<file path="src/hdl/cpa_pkg.sv">
package cpa_pkg;

   // Page range and the longest run that one transaction may ask for.
   localparam int TOTAL_PAGES = 1024;
   localparam int MAX_RUN     = 64;

   localparam int PAGE_W  = $clog2(TOTAL_PAGES);
   localparam int PTR_W   = PAGE_W + 1;
   localparam int COUNT_W = $clog2(MAX_RUN + 1);
   localparam int SUM_W   = ((PAGE_W > COUNT_W) ? PAGE_W : COUNT_W) + 1;

   localparam int OP_W     = 2;
   localparam int STATUS_W = 2;

   localparam logic [OP_W-1:0] OP_ALLOCATE = 2'd0;
   localparam logic [OP_W-1:0] OP_FREE     = 2'd1;
   localparam logic [OP_W-1:0] OP_RESERVE  = 2'd2;

   localparam logic [STATUS_W-1:0] ST_DONE     = 2'd0;
   localparam logic [STATUS_W-1:0] ST_NO_SPACE = 2'd1;
   localparam logic [STATUS_W-1:0] ST_RANGE    = 2'd2;

   localparam logic [PTR_W-1:0] LOWEST_PAGE_RESET = PTR_W'(1);

   typedef enum logic [2:0] {
      FSM_CLEAR,
      FSM_IDLE,
      FSM_SCAN,
      FSM_MARK,
      FSM_RESP
   } fsm_type;

endpackage

</file>
<file path="src/hdl/contiguous_page_allocator.sv">
// Channel  | Direction | Ports                                          | Handshake
// req      | in        | req_operation, req_start_page, req_page_count  | req_valid / req_stall
// rsp      | out       | rsp_status, rsp_run_start                      | rsp_valid / rsp_stall
// csr      | in        | csr_write_data (lowest_page)                   | csr_write_enable
//
// One transaction is worked on at a time; req_stall is high until the block is idle again.
// An allocate scans upward from lowest_page for a free run, then marks the run it finds, or
// answers no space if none is found: one page pointer walks the page map (single write port,
// registered read), one page per cycle, then the run is written one page per cycle.
// Free and reserve only mark their run; bad requests go straight to the response.
// After reset the page map is cleared by a pass over every page, with no request
// taken meanwhile. A finished result waits in the output register while rsp_stall is high.
module contiguous_page_allocator (
   input  logic                              clock,
   input  logic                              reset,

   input  logic                              req_valid,
   output logic                              req_stall,
   input  logic [cpa_pkg::OP_W-1:0]          req_operation,
   input  logic [cpa_pkg::PAGE_W-1:0]        req_start_page,
   input  logic [cpa_pkg::COUNT_W-1:0]       req_page_count,

   output logic                              rsp_valid,
   input  logic                              rsp_stall,
   output logic [cpa_pkg::STATUS_W-1:0]      rsp_status,
   output logic [cpa_pkg::PAGE_W-1:0]        rsp_run_start,

   input  logic                              csr_write_enable,
   input  logic [cpa_pkg::PTR_W-1:0]         csr_write_data
);

   // Control state.
   cpa_pkg::fsm_type                  state_ff, state_in;
   logic [cpa_pkg::PTR_W-1:0]         lowest_ff, lowest_in;
   logic [cpa_pkg::PTR_W-1:0]         scan_ptr_ff, scan_ptr_in;
   logic                              chk_valid_ff, chk_valid_in;
   logic [cpa_pkg::COUNT_W-1:0]       run_len_ff, run_len_in;
   logic [cpa_pkg::COUNT_W-1:0]       mark_left_ff, mark_left_in;
   logic                              rsp_valid_ff, rsp_valid_in;

   // Payload state.
   logic [cpa_pkg::PAGE_W-1:0]        chk_ptr_ff, chk_ptr_in;
   logic [cpa_pkg::PAGE_W-1:0]        mark_ptr_ff, mark_ptr_in;
   logic [cpa_pkg::COUNT_W-1:0]       count_ff, count_in;
   logic                              set_bit_ff, set_bit_in;
   logic [cpa_pkg::STATUS_W-1:0]      res_status_ff, res_status_in;
   logic [cpa_pkg::PAGE_W-1:0]        res_index_ff, res_index_in;
   logic [cpa_pkg::STATUS_W-1:0]      rsp_status_ff, rsp_status_in;
   logic [cpa_pkg::PAGE_W-1:0]        rsp_index_ff, rsp_index_in;

   // Page map: one present bit per page, single write port, registered read.
   logic                              page_map [cpa_pkg::TOTAL_PAGES];
   logic                              rd_data_ff;
   logic [cpa_pkg::PAGE_W-1:0]        rd_addr;
   logic                              wr_en;
   logic [cpa_pkg::PAGE_W-1:0]        wr_addr;
   logic                              wr_bit;

   // Request decode.
   logic                              req_take;
   logic                              count_bad;
   logic [cpa_pkg::SUM_W-1:0]         run_end;
   logic                              run_past_end;

   // Scan datapath.
   logic                              issue;
   logic                              eval_free;
   logic [cpa_pkg::COUNT_W-1:0]       run_next;
   logic                              found;
   logic                              scan_exhausted;
   logic                              mark_last;
   logic                              clear_last;
   logic                              rsp_free;

   assign req_take     = req_valid && !req_stall;
   assign count_bad    = (req_page_count == '0) ||
                         (req_page_count > cpa_pkg::COUNT_W'(cpa_pkg::MAX_RUN));
   assign run_end      = cpa_pkg::SUM_W'(req_start_page) + cpa_pkg::SUM_W'(req_page_count);
   assign run_past_end = run_end > cpa_pkg::SUM_W'(cpa_pkg::TOTAL_PAGES);

   // The scan keeps a read in flight: the pointer issues a read while the page read in the
   // previous cycle is checked. A run of free pages grows until it reaches the asked length.
   assign issue          = scan_ptr_ff < cpa_pkg::PTR_W'(cpa_pkg::TOTAL_PAGES);
   assign eval_free      = chk_valid_ff && !rd_data_ff;
   assign run_next       = run_len_ff + cpa_pkg::COUNT_W'(1);
   assign found          = eval_free && (run_next == count_ff);
   assign scan_exhausted = !chk_valid_ff && !issue;
   assign mark_last      = mark_left_ff == cpa_pkg::COUNT_W'(1);
   assign clear_last     = scan_ptr_ff == cpa_pkg::PTR_W'(cpa_pkg::TOTAL_PAGES - 1);
   assign rsp_free       = !rsp_valid_ff || !rsp_stall;

   // Next state.
   always_comb begin
      state_in = state_ff;
      unique case (state_ff)
         cpa_pkg::FSM_CLEAR: begin
            if (clear_last) begin
               state_in = cpa_pkg::FSM_IDLE;
            end
         end
         cpa_pkg::FSM_IDLE: begin
            if (req_take) begin
               if (req_operation == cpa_pkg::OP_ALLOCATE && !count_bad) begin
                  state_in = cpa_pkg::FSM_SCAN;
               end else if ((req_operation == cpa_pkg::OP_FREE ||
                             req_operation == cpa_pkg::OP_RESERVE) &&
                            !count_bad && !run_past_end) begin
                  state_in = cpa_pkg::FSM_MARK;
               end else begin
                  state_in = cpa_pkg::FSM_RESP;
               end
            end
         end
         cpa_pkg::FSM_SCAN: begin
            if (found) begin
               state_in = cpa_pkg::FSM_MARK;
            end else if (scan_exhausted) begin
               state_in = cpa_pkg::FSM_RESP;
            end
         end
         cpa_pkg::FSM_MARK: begin
            if (mark_last) begin
               state_in = cpa_pkg::FSM_RESP;
            end
         end
         cpa_pkg::FSM_RESP: begin
            if (rsp_free) begin
               state_in = cpa_pkg::FSM_IDLE;
            end
         end
         default: begin
            state_in = cpa_pkg::FSM_IDLE;
         end
      endcase
   end

   // Datapath and page map control.
   always_comb begin
      lowest_in     = csr_write_enable ? csr_write_data : lowest_ff;
      scan_ptr_in   = scan_ptr_ff;
      chk_valid_in  = 1'b0;
      chk_ptr_in    = chk_ptr_ff;
      run_len_in    = run_len_ff;
      mark_left_in  = mark_left_ff;
      mark_ptr_in   = mark_ptr_ff;
      count_in      = count_ff;
      set_bit_in    = set_bit_ff;
      res_status_in = res_status_ff;
      res_index_in  = res_index_ff;
      rsp_status_in = rsp_status_ff;
      rsp_index_in  = rsp_index_ff;
      rsp_valid_in  = rsp_valid_ff && rsp_stall;
      rd_addr       = scan_ptr_ff[cpa_pkg::PAGE_W-1:0];
      wr_en         = 1'b0;
      wr_addr       = mark_ptr_ff;
      wr_bit        = set_bit_ff;
      req_stall     = state_ff != cpa_pkg::FSM_IDLE;

      unique case (state_ff)
         cpa_pkg::FSM_CLEAR: begin
            wr_en       = 1'b1;
            wr_addr     = scan_ptr_ff[cpa_pkg::PAGE_W-1:0];
            wr_bit      = 1'b0;
            scan_ptr_in = scan_ptr_ff + cpa_pkg::PTR_W'(1);
         end
         cpa_pkg::FSM_IDLE: begin
            if (req_take) begin
               count_in      = req_page_count;
               mark_left_in  = req_page_count;
               mark_ptr_in   = req_start_page;
               set_bit_in    = req_operation != cpa_pkg::OP_FREE;
               scan_ptr_in   = lowest_ff;
               run_len_in    = '0;
               res_index_in  = '0;
               res_status_in = cpa_pkg::ST_DONE;
               unique case (req_operation)
                  cpa_pkg::OP_ALLOCATE: begin
                     if (count_bad) begin
                        res_status_in = cpa_pkg::ST_RANGE;
                     end
                  end
                  cpa_pkg::OP_FREE, cpa_pkg::OP_RESERVE: begin
                     if (count_bad || run_past_end) begin
                        res_status_in = cpa_pkg::ST_RANGE;
                     end
                  end
                  default: begin
                     // The unused operation code is answered as done and leaves the map alone.
                     res_status_in = cpa_pkg::ST_DONE;
                  end
               endcase
            end
         end
         cpa_pkg::FSM_SCAN: begin
            if (issue) begin
               chk_valid_in = 1'b1;
               chk_ptr_in   = scan_ptr_ff[cpa_pkg::PAGE_W-1:0];
               scan_ptr_in  = scan_ptr_ff + cpa_pkg::PTR_W'(1);
            end
            if (chk_valid_ff) begin
               run_len_in = eval_free ? run_next : '0;
            end
            if (found) begin
               mark_ptr_in   = chk_ptr_ff - cpa_pkg::PAGE_W'(count_ff) + cpa_pkg::PAGE_W'(1);
               res_index_in  = chk_ptr_ff - cpa_pkg::PAGE_W'(count_ff) + cpa_pkg::PAGE_W'(1);
               res_status_in = cpa_pkg::ST_DONE;
               chk_valid_in  = 1'b0;
            end else if (scan_exhausted) begin
               res_status_in = cpa_pkg::ST_NO_SPACE;
               res_index_in  = '0;
            end
         end
         cpa_pkg::FSM_MARK: begin
            wr_en        = 1'b1;
            mark_ptr_in  = mark_ptr_ff + cpa_pkg::PAGE_W'(1);
            mark_left_in = mark_left_ff - cpa_pkg::COUNT_W'(1);
         end
         cpa_pkg::FSM_RESP: begin
            if (rsp_free) begin
               rsp_valid_in  = 1'b1;
               rsp_status_in = res_status_ff;
               rsp_index_in  = res_index_ff;
            end
         end
         default: begin
            wr_en = 1'b0;
         end
      endcase
   end

   always_ff @(posedge clock) begin
      if (reset) begin
         state_ff     <= cpa_pkg::FSM_CLEAR;
         lowest_ff    <= cpa_pkg::LOWEST_PAGE_RESET;
         scan_ptr_ff  <= '0;
         chk_valid_ff <= 1'b0;
         run_len_ff   <= '0;
         mark_left_ff <= '0;
         rsp_valid_ff <= 1'b0;
      end else begin
         state_ff     <= state_in;
         lowest_ff    <= lowest_in;
         scan_ptr_ff  <= scan_ptr_in;
         chk_valid_ff <= chk_valid_in;
         run_len_ff   <= run_len_in;
         mark_left_ff <= mark_left_in;
         rsp_valid_ff <= rsp_valid_in;
      end
   end

   always_ff @(posedge clock) begin
      chk_ptr_ff    <= chk_ptr_in;
      mark_ptr_ff   <= mark_ptr_in;
      count_ff      <= count_in;
      set_bit_ff    <= set_bit_in;
      res_status_ff <= res_status_in;
      res_index_ff  <= res_index_in;
      rsp_status_ff <= rsp_status_in;
      rsp_index_ff  <= rsp_index_in;
   end

   // Page map memory.
   always_ff @(posedge clock) begin
      if (wr_en) begin
         page_map[wr_addr] <= wr_bit;
      end
      rd_data_ff <= page_map[rd_addr];
   end

   assign rsp_valid     = rsp_valid_ff;
   assign rsp_status    = rsp_status_ff;
   assign rsp_run_start = rsp_index_ff;

   // A new result only ever appears out of the response state.
   assert property (@(posedge clock) disable iff (reset)
      $rose(rsp_valid_ff) |-> $past(state_ff == cpa_pkg::FSM_RESP))
      else $error("result raised outside the response state");

   // The marking pass always has at least one page left to write.
   assert property (@(posedge clock) disable iff (reset)
      (state_ff == cpa_pkg::FSM_MARK) |-> (mark_left_ff != '0))
      else $error("marking pass ran past the end of its run");

   // While scanning, the free run never reaches the asked length without leaving the scan.
   assert property (@(posedge clock) disable iff (reset)
      (state_ff == cpa_pkg::FSM_SCAN) |-> (run_len_ff < count_ff))
      else $error("free run overran the requested length during the scan");

endmodule
</file>
<file path="config.mk">
export PLATFORM = sky130hd
export DESIGN_NAME = contiguous_page_allocator
export DESIGN_NICKNAME = d
export VERILOG_FILES = /design/src/hdl/cpa_pkg.sv /design/src/hdl/contiguous_page_allocator.sv
export SDC_FILE = /design/constraint.sdc
export NUM_CORES = 2
export LEC_CHECK = 0
export ABC_CLOCK_PERIOD_IN_PS = 18700
export BUFFER_PORTS_ARGS = -buffer_cell sky130_fd_sc_hd__buf_4
export CAP_MARGIN = 20
export CORE_MARGIN = 8
export CORE_UTILIZATION = 45
export DETAILED_ROUTE_END_ITERATION = 8
export PLACE_DENSITY = 0.59
export RECOVER_POWER = 25
export SYNTH_ARGS = -nofsm -noshare
export SYNTH_HDL_FRONTEND = slang
export SYNTH_SLANG_ARGS = --single-unit
</file>
<file path="constraint.sdc">
create_clock -name clock -period 18.7 [get_ports clock]
set_input_delay 5.61 -clock clock [delete_from_list [all_inputs] [get_ports clock]]
set_output_delay 5.61 -clock clock [all_outputs]
set_load 0.02 [all_outputs]
</file>
==> results.md <==
* Status: complete, but fails checks
* Violated checks: max-capacitance violations, max-slew violations
* CP endpoint: page_map[116]
* Xor/xnor share of the synthesized area at 0.494%
* Core ar. at approximately 110000 um2
* Max-cap viol count at 19
* Cell Pwr Density at approximately 93 nW/um2
* Clk_lat worst skew at 0.71 ns
* Reg2Reg Setup Slack at around 7.2 ns
* CTS Hold Bufs at 0
* Skew final at 0.0254 ns
* Cell mode on critical path: clkbuf_1
* All-Layer GR Usage at 22.8%
* Post-Route WL at 141000 um
* Die Y at 348 um
* Yosys cell types at 76
* Post-Synth Adder-Cell Area at less than 1%
* Final Wtd Congestion at between 0.8 and 0.9
* Post-synth ARST share at 0%
* PortBufs at 48
* Die W at 348 um
* First-pass GRT wire length at around 200000 um
* Clock power share at a little over two fifths
* Max FO, Critical Path at 109
* Achievable Freq at 87.3 MHz
* CTS tree: done
* Startpoint Class: register
* Critical Path Start: scan_ptr_ff[1]
* Share of cells above drive strength 1 at roughly 16%
* Resize count post-CTS at 0
* TritonCTS Buffers at between 100 and 150
* Flop pwr share at between 50 and 60%
* Sw Ratio at 21.0%
* Max incr delay on CP at about 5.3 ns
* Mapped Nets at 3691
* DRC violations left at 0
* Vias in the first global route at 29900
* P_int at between 0.004 and 0.005 W
* Hold Path Class: reg2reg
* Combinational group share of total power at 3.4%
* Setup tns final at 0 ns
* VDD IR max at 0.0000753 V
* Data arrival, critical path at 11.77 ns
* Area fraction in compound gates after synthesis at 4.09%
* Fill count at approximately 9400
* Die area at ~120000 um2
* Synth area leader: edfxtp_1
* Yosys warning count at 0
* Vias/cell at between 5 and 6
* Slew headroom at -398%
* Area growth syn-to-layout at 11.6%
* LEAKAGE at ~14 nW
* Worst Tran Pin Value at around 7.5 ns
* Initial Utilization at between 40% and 50%
* Final Hold Vio Count at 0
* Post-DP HPWL at 73900 um
* Pre-antenna DRT Iters at 6
* Post-synth EDFFs at about 1100
* Synth Register Bits at between 1000 and 1500
* Post-Syn Instances at approximately 3600
* Post-CTS Setup Inserts at 0
* Largest family of logic cells by synthesized area: multiplexers
* Worst EP required at ~19 ns
* Nets at around 3600
* Total grt overflow at 0
* Initial DRC count at 4212
* Routed Antenna Nets at 0
* Syn Area/Cell at ~14 um2
* Seq/Total Area, Yosys at around 67%
* Crit path buf inv count at 3
* RSZ-0062 raised after global routing: false
* Clock Path Buffers at 3
* Post-synthesis simple-gate area fraction at 11.6%
* P_sw at 0.00109 W
* CP Cell Sequence: clkbuf_1 -> nor2_1 -> nand2_1 -> o31ai_1 -> clkbuf_1 -> and2_0 -> nand2_2 -> clkbuf_1 -> nor2_1
* Fin cells at 5146
* Dominant cells by area after synthesis: edfxtp_1 65%, mux4_2 11%, nor2_1 8.5%
* Worst R2R Path Depth at 9
* CTS Root Cell: clkbuf_16
* Tmin final at roughly 11 ns
* Max-slew violations at a little over 700
* Tcrit/Tclk final at between 60% and 70%
* Io pins at 49
* Number of cells on the critical path at 9
* Crit Reg-Reg Endpoint: page_map[116]
* Reg-to-Reg Start: scan_ptr_ff[1]
* Mux cell area share after synthesis at a little over an eighth
* Routed via count at roughly 31000
* Synth top area share at 65.1%
* FP Rows at around 120
* Final setup viols at 0
* Delay-heaviest family, CP: buffers and inverters
* CP max stage cell: clkbuf_1
* Crit Path Class: reg2reg
* Largest net degree at the start of global routing at around 290
* Synth cell count leaders: 1123 x nor2_1, 1076 x edfxtp_1, 235 x mux4_2
* Initial antenna violation count at 2
* Placed insts at approximately 4900
* Worst-path clk slew at 0.06 ns
* Htree depth at 3
* Ys flop type: edfxtp_1
* Nature of the critical path endpoint: register
* Most numerous cell in the Yosys netlist: nor2_1
* Post-Syn Area at 49600 um2
* # clock sinks at roughly 1100
* Drt wl/cell at 27.5 um
==> area by class of cell <==
class | instances | area [um2] | area share (%)
Inverter | 42 | 158 | 0.285
Timing Repair Buffer | 140 | 1440 | 2.61
Multi-Input combinational cell | 2140 | 15000 | 27.2
Clock inverter | 72 | 638 | 1.15
Tap cell | 1488 | 1860 | 3.36
Clock buffer | 145 | 3080 | 5.55
Antenna cell | 1 | 2.50 | 0.00452
Sequential cell | 1118 | 33200 | 59.9
==> metrics by stage <==
step	total power (W)	hold slack [ns]	worst slack, ns	cell area, um2	utilization [%]
global placement	0.00294	0.408	10.36	51200	46.5
CTS	0.00520	0.419	9.52	54900	49.9
finish	0.00517	0.418	7.25	55400	50.3
floorplan	0.00288	0.400	1.83	49600	-
global route	0.00531	0.425	6.49	55400	50.3
detailed placement	0.00294	0.405	10.29	51200	46.5
==> per-layer routing <==
layer	GRT usage (%)	wire length [um]	vias to the layer above
li1	-	-	13200
met1	30.3	56400	15800
met2	37.4	67300	1395
met3	4.41	12400	263
met4	8.50	5360	2
met5	0	8	-
==> power by group through the flow <==
stage	sequential, W	clock, W	combinational, W
6_report	0.00272	0.00228	0.000177
5_1_grt	0.00272	0.00240	0.000186
4_1_cts	0.00272	0.00231	0.000173
3_5_place_dp	0.00277	0	0.000173
3_3_place_gp	0.00277	0	0.000173
2_1_floorplan	0.00276	0	0.000121
==> placed cells by master, fill, tap and decap left out, types with 27 or more instances in the layout <==
master	count
nor2_1	1122
edfxtp_1	1076
mux4_2	235
nand2_1	131
clkbuf_16	119
buf_4	95
mux2i_1	76
a21oi_1	67
o21ai_0	60
clkbuf_1	44
inv_1	42
dfxtp_1	40
ha_1	30
nand3_1	29
clkinv_2	29
a22oi_1	27
==> sequential cells by signal, summed over array words and instances, names as in the netlist, 10 cells and up <==
name,flops
chk_ptr_ff,10
res_index_ff,10
rsp_run_start,10
page_map,1024
lowest_ff,11
scan_ptr_ff,11
mark_ptr_ff,10
==> cells by family after synthesis <==
| kind of cell | after synthesis |
|---|---|
| and+or+nand+nor | 1432 |
| adders and majority gates | 32 |
| AOI/OAI and AO/OA | 307 |
| xor gates and xnor gates | 28 |
| muxes | 341 |
| buffers and inverters | 366 |
| DFF | 1118 |
==> worst min-delay path by stage <==
| stage | end | slack [ns] | startpoint | cells past startpoint |
|---|---|---|---|---|
| after floorplan | rsp_run_start[0] | 0.40 | res_index_ff[0] | 0 |
| after global placement | rsp_run_start[7] | 0.41 | res_index_ff[7] | 0 |
| after detailed placement | rsp_run_start[7] | 0.40 | res_index_ff[7] | 0 |
| after CTS | rsp_run_start[7] | 0.42 | res_index_ff[7] | 0 |
| after global routing | rsp_run_start[7] | 0.43 | res_index_ff[7] | 0 |
| final | rsp_run_start[7] | 0.42 | res_index_ff[7] | 0 |
(Power assumes the default switching activity.)
